**config.mk**
```make
export PLATFORM = sky130hd
export DESIGN_NAME = bipartite_buffer_pointer_control_top
export DESIGN_NICKNAME = d
export VERILOG_FILES = /design/src/hw/rtl/bbpc_pkg.sv /design/src/hw/rtl/bbpc_ctrl.sv /design/src/hw/rtl/bbpc_datapath.sv /design/src/hw/rtl/bipartite_buffer_pointer_control_top.sv
export VERILOG_INCLUDE_DIRS = /design/src /design/src/hw/rtl
export SDC_FILE = /design/constraint.sdc
export NUM_CORES = 1
export LEC_CHECK = 0
export ABC_AREA = 1
export ABC_CLOCK_PERIOD_IN_PS = 7600
export BUFFER_PORTS_ARGS = -buffer_cell sky130_fd_sc_hd__clkbuf_2
export CAP_MARGIN = 15
export CORE_UTILIZATION = 55
export CTS_BUF_LIST = sky130_fd_sc_hd__clkbuf_8
export CTS_CLUSTER_DIAMETER = 40
export DETAILED_ROUTE_END_ITERATION = 16
export PLACE_DENSITY = 0.75
export RECOVER_POWER = 50
export SETUP_SLACK_MARGIN = 0.15
export SYNTH_ARGS = -nofsm -noshare
export SYNTH_HDL_FRONTEND = slang
export SYNTH_HIERARCHICAL = 1
export SYNTH_SLANG_ARGS = --single-unit
```
**constraint.sdc**
```tcl
create_clock -name clk -period 7.6 [get_ports clk]
set_input_delay 0.76 -clock clk [delete_from_list [all_inputs] [get_ports clk]]
set_output_delay 0.76 -clock clk [all_outputs]
set_load 0.05 [all_outputs]
```
**src/hw/rtl/bipartite_buffer_pointer_control_top_macros.svh**
```systemverilog
// Assertion macros for the bip buffer pointer control RTL.
`ifndef BIPARTITE_BUFFER_POINTER_CONTROL_TOP_MACROS_SVH
`define BIPARTITE_BUFFER_POINTER_CONTROL_TOP_MACROS_SVH
`ifndef SYNTHESIS
`define BBPC_ASSERT(lbl, clk, rst_n, prop, msg) \
	lbl: assert property (@(posedge clk) disable iff (!rst_n) prop) else $error(msg);
`define BBPC_ASSERT_ALWAYS(lbl, clk, prop, msg) \
	lbl: assert property (@(posedge clk) prop) else $error(msg);
`else
`define BBPC_ASSERT(lbl, clk, rst_n, prop, msg)
`define BBPC_ASSERT_ALWAYS(lbl, clk, prop, msg)
`endif
`endif

```
**src/hw/rtl/bbpc_pkg.sv**
```systemverilog
// Types and constants for the bip buffer pointer control.
package bbpc_pkg;
	localparam int CNT_W  = 17;
	localparam int OFF_W  = 16;
	localparam int TYPE_W = 2;

	localparam logic [CNT_W-1:0] MAX_BYTES = 17'd65536;

	localparam logic [TYPE_W-1:0] REQ_QUERY = 2'd0;
	localparam logic [TYPE_W-1:0] REQ_WRITE = 2'd1;
	localparam logic [TYPE_W-1:0] REQ_READ  = 2'd2;

	typedef struct packed {
		logic load_req;
		logic exec;
	} ctrl_cmd_t;

	typedef struct packed {
		logic             failed;
		logic [OFF_W-1:0] write_offset;
		logic [OFF_W-1:0] read_offset;
		logic [CNT_W-1:0] read_length;
		logic             more_in_second;
	} result_t;

	function automatic logic [CNT_W-1:0] sat_sub(input logic [CNT_W-1:0] a,
	                                              input logic [CNT_W-1:0] b);
		sat_sub = (a > b) ? (a - b) : '0;
	endfunction
endpackage

```
**src/hw/rtl/bbpc_ctrl.sv**
```systemverilog
// Controller state machine for the bip buffer pointer control.
module bbpc_ctrl (
	input  logic                clk,
	input  logic                arst_n,
	input  logic                in_valid,
	output logic                in_ready,
	output logic                out_valid,
	input  logic                out_ready,
	output bbpc_pkg::ctrl_cmd_t cmd
);
	import bbpc_pkg::*;

	localparam logic ST_IDLE = 1'b0;
	localparam logic ST_EXEC = 1'b1;

	logic state_q;
	logic out_valid_q;
	logic can_issue;

	assign can_issue = !out_valid_q || out_ready;
	assign in_ready  = (state_q == ST_IDLE);
	assign out_valid = out_valid_q;

	always_comb begin
		cmd.load_req = 1'b0;
		cmd.exec     = 1'b0;
		case (state_q)
			ST_IDLE: cmd.load_req = in_valid;
			ST_EXEC: cmd.exec = can_issue;
			default: cmd.exec = 1'b0;
		endcase
	end

	always_ff @(posedge clk or negedge arst_n) begin
		if (!arst_n) begin
			state_q     <= ST_IDLE;
			out_valid_q <= 1'b0;
		end else begin
			case (state_q)
				ST_IDLE: if (in_valid) begin
					state_q <= ST_EXEC;
				end
				ST_EXEC: if (can_issue) begin
					state_q <= ST_IDLE;
				end
				default: state_q <= ST_IDLE;
			endcase
			// A new result replaces the one being taken in the same cycle.
			if (cmd.exec) begin
				out_valid_q <= 1'b1;
			end else if (out_ready) begin
				out_valid_q <= 1'b0;
			end
		end
	end
endmodule

```
**src/hw/rtl/bbpc_datapath.sv**
```systemverilog
// Pointer registers, size register and request evaluation for the bip buffer.
module bbpc_datapath (
	input  logic                          clk,
	input  logic                          arst_n,
	input  bbpc_pkg::ctrl_cmd_t           cmd,
	input  logic [bbpc_pkg::TYPE_W-1:0]   req_type,
	input  logic [bbpc_pkg::CNT_W-1:0]    req_bytes,
	input  logic                          cfg_we,
	input  logic [bbpc_pkg::CNT_W-1:0]    cfg_size,
	output bbpc_pkg::result_t             result
);
	import bbpc_pkg::*;

	logic [CNT_W-1:0]  buffer_size_q;
	logic [TYPE_W-1:0] req_type_q;
	logic [CNT_W-1:0]  req_bytes_q;
	logic [CNT_W-1:0]  first_start_q, first_end_q, second_end_q;
	logic              second_active_q;
	result_t           result_q;

	logic [CNT_W-1:0]  size_eff, tail, room, base_b, room_b, avail, fs_adv;
	logic [CNT_W-1:0]  fs_n, fe_n, se_n, woff;
	logic              act_n, fail;

	always_comb begin
		size_eff = (buffer_size_q > MAX_BYTES) ? MAX_BYTES : buffer_size_q;
		tail     = sat_sub(size_eff, first_end_q);
		room     = sat_sub(first_start_q, second_end_q);
		base_b   = second_active_q ? second_end_q : '0;
		room_b   = sat_sub(first_start_q, base_b);
		avail    = sat_sub(first_end_q, first_start_q);
		fs_adv   = first_start_q + req_bytes_q;
		fs_n     = first_start_q;
		fe_n     = first_end_q;
		se_n     = second_end_q;
		act_n    = second_active_q;
		fail     = 1'b0;
		woff     = '0;
		case (req_type_q)
			REQ_QUERY: begin
				if (second_active_q) begin
					if (room < req_bytes_q) fail = 1'b1;
					else woff = second_end_q;
				end else if (tail >= req_bytes_q) begin
					woff = first_end_q;
				end else if (first_start_q < req_bytes_q) begin
					fail = 1'b1;
				end
			end
			REQ_WRITE: begin
				if (!second_active_q && tail >= req_bytes_q) begin
					fe_n = first_end_q + req_bytes_q;
				end else begin
					// Wrapping opens region B at offset 0, even if the commit then fails.
					act_n = 1'b1;
					se_n  = base_b;
					if (room_b < req_bytes_q) fail = 1'b1;
					else se_n = base_b + req_bytes_q;
				end
			end
			REQ_READ: begin
				if (avail < req_bytes_q) begin
					fail = 1'b1;
				end else if (fs_adv == first_end_q) begin
					// Region A is drained, so region B takes its place.
					fs_n  = '0;
					fe_n  = second_active_q ? second_end_q : '0;
					act_n = 1'b0;
				end else begin
					fs_n = fs_adv;
				end
			end
			default: fail = 1'b1;
		endcase
	end

	always_ff @(posedge clk or negedge arst_n) begin
		if (!arst_n) begin
			buffer_size_q   <= MAX_BYTES;
			first_start_q   <= '0;
			first_end_q     <= '0;
			second_end_q    <= '0;
			second_active_q <= 1'b0;
		end else begin
			if (cfg_we) begin
				buffer_size_q <= cfg_size;
			end
			if (cmd.exec) begin
				first_start_q   <= fs_n;
				first_end_q     <= fe_n;
				second_end_q    <= se_n;
				second_active_q <= act_n;
			end
		end
	end

	always_ff @(posedge clk) begin
		if (cmd.load_req) begin
			req_type_q  <= req_type;
			req_bytes_q <= req_bytes;
		end
		if (cmd.exec) begin
			result_q.failed         <= fail;
			result_q.write_offset   <= woff[OFF_W-1:0];
			result_q.read_offset    <= fs_n[OFF_W-1:0];
			result_q.read_length    <= sat_sub(fe_n, fs_n);
			result_q.more_in_second <= act_n;
		end
	end

	assign result = result_q;
endmodule

```
**src/hw/rtl/bipartite_buffer_pointer_control_top.sv**
```systemverilog
// Bip buffer pointer control: top level joining the controller and the datapath.
//
// Requests arrive on the s_axis channel: tuser carries the request kind
// (query write space, commit written bytes, commit read bytes) and tdata the
// byte count. Each accepted word yields exactly one result word on m_axis:
// tuser carries the failure flag, tdata the write offset, read offset, read
// length and whether region B holds further data.
// The buffer size is set through the cfg channel, which is always ready and
// should only be written while no request is outstanding.
// An accepted request is captured into the request registers, then evaluated
// into the output register once that register is free.
// The two-state controller (capture, then evaluate and update the pointer
// registers) takes no new request until the previous one has been evaluated.
// The result sits in an output register, so a new request is accepted while
// the previous result waits; evaluation of that request holds until the
// output register is free, and s_axis_tready stays low meanwhile.
// Reset clears all pointers and sets the size to 65536 bytes; no result is
// valid after reset.
`include "bipartite_buffer_pointer_control_top_macros.svh"
module bipartite_buffer_pointer_control_top (
	input  logic        clk,
	input  logic        arst_n,
	input  logic        s_axis_tvalid,
	output logic        s_axis_tready,
	input  logic [23:0] s_axis_tdata,  // [16:0] req_bytes, rest zero
	input  logic [1:0]  s_axis_tuser,  // [1:0] req_type
	output logic        m_axis_tvalid,
	input  logic        m_axis_tready,
	output logic [55:0] m_axis_tdata,  // [15:0] write_offset, [31:16] read_offset,
	                                   // [48:32] read_length, [49] more_in_second
	output logic [0:0]  m_axis_tuser,  // [0] failed
	input  logic        cfg_valid,
	output logic        cfg_ready,
	input  logic [16:0] cfg_data
);
	import bbpc_pkg::*;

	ctrl_cmd_t cmd;
	result_t   result;

	assign cfg_ready = 1'b1;

	bbpc_ctrl u_ctrl (
		.clk       (clk),
		.arst_n    (arst_n),
		.in_valid  (s_axis_tvalid),
		.in_ready  (s_axis_tready),
		.out_valid (m_axis_tvalid),
		.out_ready (m_axis_tready),
		.cmd       (cmd)
	);

	bbpc_datapath u_dp (
		.clk       (clk),
		.arst_n    (arst_n),
		.cmd       (cmd),
		.req_type  (s_axis_tuser),
		.req_bytes (s_axis_tdata[CNT_W-1:0]),
		.cfg_we    (cfg_valid & cfg_ready),
		.cfg_size  (cfg_data),
		.result    (result)
	);

	assign m_axis_tuser = result.failed;
	assign m_axis_tdata = {6'd0, result.more_in_second, result.read_length,
	                       result.read_offset, result.write_offset};

	// Only one request is in flight: the cycle after an accept never accepts.
	`BBPC_ASSERT(a_one_in_flight, clk, arst_n, (s_axis_tvalid && s_axis_tready) |=> !s_axis_tready, "second request accepted while busy")
	// Evaluation always presents its result on the next cycle.
	`BBPC_ASSERT(a_exec_gives_result, clk, arst_n, cmd.exec |=> m_axis_tvalid, "evaluated request produced no result")
	// The readable run never exceeds the largest store.
	`BBPC_ASSERT(a_length_bound, clk, arst_n, m_axis_tvalid |-> (result.read_length <= MAX_BYTES), "read length beyond store size")
endmodule
```
==> results of run 1 <==
==> path summary, 6_finish.rpt <==
| path | start | end | slack [ns] | cells after the start |
|---|---|---|---|---|
| max in group asynchronous | arst_n | u_dp/first_end_q[0] | 3.14 | 1 |
| min in group asynchronous | arst_n | u_dp/buffer_size_q[5] | 1.77 | 1 |
| max reg2reg | u_dp/buffer_size_q[12] | u_dp/result[16] | 0.62 | 43 |
| min reg2reg | u_ctrl/state_q | u_ctrl/state_q | 0.52 | 2 |
| max | u_dp/buffer_size_q[12] | u_dp/result[16] | 0.62 | 43 |
| min | s_axis_tdata[15] | u_dp/req_bytes_q[15] | 0.44 | 1 |
==> power by group <==
| group | switching [mW] | internal [mW] |
|---|---|---|
| clock network | 0.407 | 0.256 |
| logic | 4.72 | 2.45 |
| registers | 0.224 | 1.10 |
==> stage by stage <==
step                setup slack, ns  power, mW  cells
CTS                           0.186       8.89   2729
finish                        0.621       9.16   2737
floorplan                      1.05       6.27   2221
detailed placement            0.141       8.19   2697
global route                  0.128       9.95   2736
global placement              0.322       8.05   2697
==> metal layers <==
metal | wire [um] | up-vias
li1 | - | 7710
met1 | 23800 | 7503
met2 | 24200 | 872
met3 | 5710 | 210
met4 | 4280 | 2
met5 | 18 | -
==> layout make-up <==
| cell class | count | area (um^2) |
|---|---|---|
| sequential | 141 | 3880 |
| tap | 378 | 473 |
| multi-input combinational | 1754 | 10500 |
| clock inverter | 15 | 191 |
| clock buffer | 17 | 234 |
| timing repair buffer | 151 | 875 |
| fill | 2645 | 10600 |
| antenna | 1 | 2.50 |
| inverter | 280 | 1060 |
==> cells by family (layout without fill, tap and decap cells) <==
group / count (synthesis) / after routing
XOR/XNOR: 88 / 88
AND/OR/NAND/NOR: 1010 / 1010
AO/OA/AOI/OAI: 418 / 420
flip-flops: 141 / 141
buffers and inverters: 328 / 463
other: 2 / 8
multiplexers: 2 / 2
adder cells (fa/ha/maj): 227 / 227
==> cell usage in the layout, fill, tap and decap left out, types with 47 or more instances in the layout <==
cell type	Yosys	routed
dfrtp_1	70	69
o21ai_0	118	113
nand3_1	142	142
nand4_1	47	47
a21oi_1	195	193
ha_1	219	218
clkbuf_2	0	69
buf_4	7	57
xor2_1	50	50
nand2_1	531	529
nor2_1	198	197
inv_1	266	265
edfxtp_1	70	70
==> worst max-delay path, delay by kind of cell (launching register included) <==
kind / cells / cell delay [ns]
simple gates: 26 / 3.01
compound gates: 5 / 0.99
buf+inv: 8 / 1.25
fa+ha+maj: 3 / 0.93
xor+xnor: 1 / 0.18
flops: 1 / 0.39
==> registers in the layout (all words and copies together), names as in the netlist <==
register	flops
u_dp/result	51
u_dp/buffer_size_q	17
u_dp/first_end_q	17
u_dp/first_start_q	17
u_dp/req_bytes_q	17
u_dp/second_end_q	17
u_dp/req_type_q	2
u_ctrl/out_valid	1
u_ctrl/state_q	1
u_dp/second_active_q	1
==> repair_timing <==
action / 4_1_cts / 5_1_grt
gates cloned: 0 / 2
pin swaps: 0 / 5
endpoints found under the setup margin: 1 / 17
gates resized for setup: 1 / 31
buffers inserted: 0 / 5
==> summary.txt, run 1 <==
Outcome
  • Run status: complete, but fails checks
  • Violated checks: capacitance limit, slew limit

Cells and area
  • Number of nets in the finished design: 2620
  • Area of all placed cells without fillers: about 17000 um^2
  • Finished Core Util: approximately three fifths
  • Fraction of layout cells with a size suffix above 1: 9.67%
  • Area overhead of the layout relative to synthesis: 11.0%

Timing
  • Post-route fraction of the period consumed by the critical path: 91.8%
  • Hold Fails Final Rpt: 0
  • Fin Setup TNS: 0 ns
  • Final critical-path required period: 6.98 ns
  • Transition time at the pin with the least slew margin: 4.27 ns
  • Final hold slack: 0.444 ns
  • RSZ-0062 raised after global routing: no
  • Worst clock skew: 0.0313 ns
  • Worst slew margin relative to its limit: -185%
  • Maximum clock frequency: 143 MHz
  • Count of pins over their slew limit: 95
  • Final setup violation count: 0

Global routing
  • Met2 usage in global routing: 61.5%
  • Met3 track demand over resource in global routing: 7.98%
  • Total GRT Usage: about two fifths
  • Top Usage Layer GRT: met2
  • Number of antenna violations at the first check in global routing: 3
  • Global-route wire length before repair: 85800 um
  • Via count of the first global-routing pass: 15003
  • Total gr overflow: 0
  • Largest net degree at the start of global routing: 85
  • Met1 layer usage reported by global route: 52.1%

Critical path
  • Critical-path maximum fanout: 8
  • Category of the critical setup timing path: reg -> reg
  • Capturing element type of the critical path: register
  • Kind of start point of the critical path: register
  • Crit path required time: 7.85 ns
  • Worst path slowest cell: dfrtp_1
  • Critical path's most frequent cell: nor2_1
  • Arrival @ worst endpoint: 7.23 ns
  • Maximum single-stage delay on the critical path: 0.39 ns

Synth
  • Main flop type after synthesis: edfxtp_1
  • Post-synth top area cell: ha_1
  • Adder-cell share of the synthesized area: a little under a fifth
  • Area share of xor/xnor cells in the synthesized design: 4.97%
  • Average instance area after synthesis: 7.00 um^2
  • Dominant combinational cell family by area after synthesis: simple AND/OR/NAND/NOR gates
  • Post-synthesis cell type count: 54
  • Post-synth top area share: 17.7%
  • Cells taking the most area after synthesis: ha_1, edfxtp_1, nand2_1
  • Synthesis-stage register bit count: 141
  • Mux share of post-synthesis cell area: less than 1%
  • Compound-Gate Fraction of Synth Area: 14.9%
  • Async set or reset register ratio after synthesis: 50.4%
  • Number of synthesized flops with an enable pin: 70
  • Total standard cell area after synthesis: around 16000 um^2
  • Sequential fraction of the synthesis area: 25.0%
  • Warnings, synthesis: 6
  • Most common cell in the synthesized netlist: nand2_1
  • Post-synthesis share of cell area spent on and, or, nand and nor gates: between 20 and 30%
  • Synth top cells by count: nand2_1, inv_1, ha_1, nor2_1, a21oi_1
  • Number of cells produced by synthesis: 2216

Detailed routing
  • Post-detailed-routing wire length: 57900 um
  • Vias: about 16000
  • Number of detailed-routing iterations run before antenna repair: 6
  • Detailed router's first-iteration violation count: 1856
  • Residual DRC count: 0
  • Routed Antenna Nets: 0
  • Number of vias per cell: 5.95
  • Wire length per cell: between 20 and 25 um

Floorplanning
  • Die Y-Extent: around 170 um
  • DIE AREA: ~29000 um^2
  • Core Area: 27800 um^2
  • Effective utilization at floorplan: around 56%
  • Count of pins on the block boundary: 108
  • X dimension of the die: around 170 um
  • Row Count: 61

Power
  • Pwr Density: approximately 530 nW/um^2
  • Worst vdd rail ir drop: between 0.2 and 0.25 mV
  • Leakage power: 8.71 nW

Placed design
  • HPWL after DPL: 45100 um
  • Gp weighted congestion: around 1.1
  • Post-place instance area: 16700 um^2
  • Port Buffers: 93

Clock tree
  • Maximum buffer depth of the clock tree: 2
  • TritonCTS buffer count: 17
  • Deepest level of the CTS H-tree: 4
  • Clk_lat worst skew: 0.49 ns
  • Hold-fix buffers at CTS: 0
  • Clock root buffer: clkbuf_8
  • CTS tree: built
  • Clock net sink count: ~140
  • Clock transition at path regs: 0.12 ns

Min path
  • Classification of the worst-slack hold path: in -> reg

Run
  • Number of max-capacitance violations reported: 2
(Power assumes the default switching activity.)
==> run 2, diff against run 1 <==
Settings changed: CORE_UTILIZATION 55 to 60, PLACE_DENSITY 0.75 to 0.8.
==> summary.txt, run 2 (synthesis gave the netlist of run 1 again) <==
Placed design
  • Post-place instance area: 16700 um^2 (about the same)
  • HPWL after DPL: 44200 um (-2.1%)
  • Gp weighted congestion: 1.15 (+7.7%)
  • Port Buffers: 93 (unchanged)

Detailed routing
  • Detailed router's first-iteration violation count: 2307 (+24%)
  • Routed Antenna Nets: 0 (unchanged)
  • Residual DRC count: 0 (unchanged)
  • Post-detailed-routing wire length: 57800 um (-0.20%)
  • Number of detailed-routing iterations run before antenna repair: 8 (+2)
  • Wire length per cell: 21.4 um (+1.1%)
  • Vias: 16691 (+2.4%)
  • Number of vias per cell: 6.18 (+3.7%)

Floorplanning
  • Effective utilization at floorplan: 61.4% (+5.6 points)
  • X dimension of the die: 163 um (-4.2%)
  • Count of pins on the block boundary: 108 (unchanged)
  • DIE AREA: 26500 um^2 (-8.2%)
  • Core Area: 25300 um^2 (-9.1%)
  • Die Y-Extent: 163 um (-4.2%)
  • Row Count: 58 (-4.9%)

Global routing
  • Global-route wire length before repair: 85300 um (-0.57%)
  • Total gr overflow: 0 (unchanged)
  • Number of antenna violations at the first check in global routing: 2 (-1)
  • Largest net degree at the start of global routing: 85 (unchanged)
  • Via count of the first global-routing pass: 15182 (+1.2%)
  • Total GRT Usage: 43.6% (+3.3 points)

Clock tree
  • TritonCTS buffer count: 17 (unchanged)
  • Clock transition at path regs: 0.12 ns (about the same)
  • Clock root buffer: clkbuf_8
  • Hold-fix buffers at CTS: 0 (unchanged)
  • Clock net sink count: 141 (unchanged)
  • Clk_lat worst skew: 0.50 ns (about the same)
  • Maximum buffer depth of the clock tree: 2 (unchanged)
  • CTS tree: built
  • Deepest level of the CTS H-tree: 4 (unchanged)

Critical path
  • Worst path slowest cell: nor4_1
  • Crit path required time: 7.94 ns (+0.09 ns)
  • Critical path's most frequent cell: nor2_1
  • Buffers and inverters on the worst path: 9 (+1)
  • Capturing element type of the critical path: register
  • Kind of start point of the critical path: register
  • Maximum single-stage delay on the critical path: 0.47 ns (+0.08 ns)
  • Worst path top cell family by delay: simple AND/OR/NAND/NOR gates
  • Critical-path maximum fanout: 8 (unchanged)
  • Arrival @ worst endpoint: 7.55 ns (+0.32 ns)
  • Category of the critical setup timing path: reg -> reg

Power
  • Worst vdd rail ir drop: 0.469 mV (+120%)
  • Leakage power: 8.77 nW (+0.64%)
  • Pwr Density: 539 nW/um^2 (+1.4%)

Timing
  • RSZ-0062 raised after global routing: no
  • Worst slew margin relative to its limit: -187% (-2.6 points)
  • Worst clock skew: 0.0322 ns (+0.000890 ns)
  • Fin Setup TNS: 0 ns (unchanged)
  • Final setup violation count: 0 (unchanged)
  • Count of pins over their slew limit: 95 (unchanged)
  • Final critical-path required period: 7.21 ns (+0.229 ns)
  • Hold Fails Final Rpt: 0 (unchanged)
  • Post-route fraction of the period consumed by the critical path: 94.8% (+3.0 points)
  • Maximum clock frequency: 139 MHz (-3.2%)
  • Transition time at the pin with the least slew margin: 4.31 ns (+0.0387 ns)

Min path
  • Classification of the worst-slack hold path: in -> reg

Cells and area
  • Most common cell after layout, fill and taps aside: nand2_1
  • Max reg flops: 51 (unchanged)
  • Most frequent cells in the layout: nand2_1, inv_1, ha_1
  • Area of all placed cells without fillers: 17200 um^2 (about the same)
  • Fraction of layout cells with a size suffix above 1: 10.1% (+0.41 points)
  • Area overhead of the layout relative to synthesis: 11.1% (about the same)
  • Largest register by flop count: u_dp/result
  • Number of nets in the finished design: 2633 (+0.50%)

Outcome
  • Run status: complete, but fails checks
  • Violated checks: capacitance limit, slew limit

Run
  • Number of max-capacitance violations reported: 2 (unchanged)
## run 2: stage by stage
| step | hold slack, ns | total power [mW] | cells | setup WS [ns] | util, % |
|---|---|---|---|---|---|
| finish | 0.430 | 9.30 | 2702 | 0.392 | 68.3 |
| global placement | 0.490 | 8.03 | 2658 | 0.366 | 66.0 |
| floorplan | 0.464 | 6.27 | 2221 | 1.05 | - |
| global route | 0.428 | 10.1 | 2701 | 0.0245 | 68.2 |
| CTS | 0.419 | 8.95 | 2690 | 0.251 | 67.7 |
| detailed placement | 0.502 | 8.22 | 2658 | 0.106 | 66.0 |
## run 2: report_power, final
| group | switching [mW] | internal (mW) |
|---|---|---|
| clock | 0.379 | 0.313 |
| combinational | 4.76 | 2.52 |
| sequential | 0.225 | 1.10 |
| total | 5.36 | 3.94 |
## run 2: worst paths after layout
| path | startpoint | slack, ns | end | cells past startpoint |
|---|---|---|---|---|
| max in group asynchronous | arst_n | 3.35 | u_dp/first_start_q[3] | 1 |
| min in group asynchronous | arst_n | 1.78 | u_dp/first_end_q[16] | 1 |
| worst max-delay path | u_dp/buffer_size_q[8] | 0.39 | u_dp/result[15] | 37 |
| worst min-delay path | s_axis_tdata[16] | 0.43 | u_dp/req_bytes_q[16] | 1 |
| worst max register to register | u_dp/buffer_size_q[8] | 0.39 | u_dp/result[15] | 37 |
| worst min register to register | u_ctrl/state_q | 0.52 | u_ctrl/out_valid | 2 |
## run 2: layout make-up
cell class / instances / area (um^2)
fill: 2292 / 8020
clock inverter: 14 / 169
antenna: 1 / 2.50
timing repair buffer: 164 / 968
sequential: 141 / 3880
multi-input combinational: 1753 / 10500
inverter: 280 / 1060
clock buffer: 18 / 248
timing repair inverter: 1 / 7.51
tap: 330 / 413
## run 2: routing by layer
metal / GRT usage [%] / vias up / share of wire (%) / wire length [um]
met5: 0 / - / 0.024 / 14
met4: 28.1 / 2 / 7.5 / 4360
met3: 10.9 / 247 / 12 / 7140
met2: 63.9 / 1035 / 41 / 23500
met1: 56.9 / 7667 / 40 / 22900
li1: - / 7740 / - / -
## run 2: what timing repair did
| action | in CTS | in global routing |
|---|---|---|
| buffers inserted | 0 | 9 |
| cloned | 0 | 2 |
| pin swaps | 0 | 6 |
| setup endpoints to repair | 16 | 17 |
| gates resized for setup | 3 | 26 |
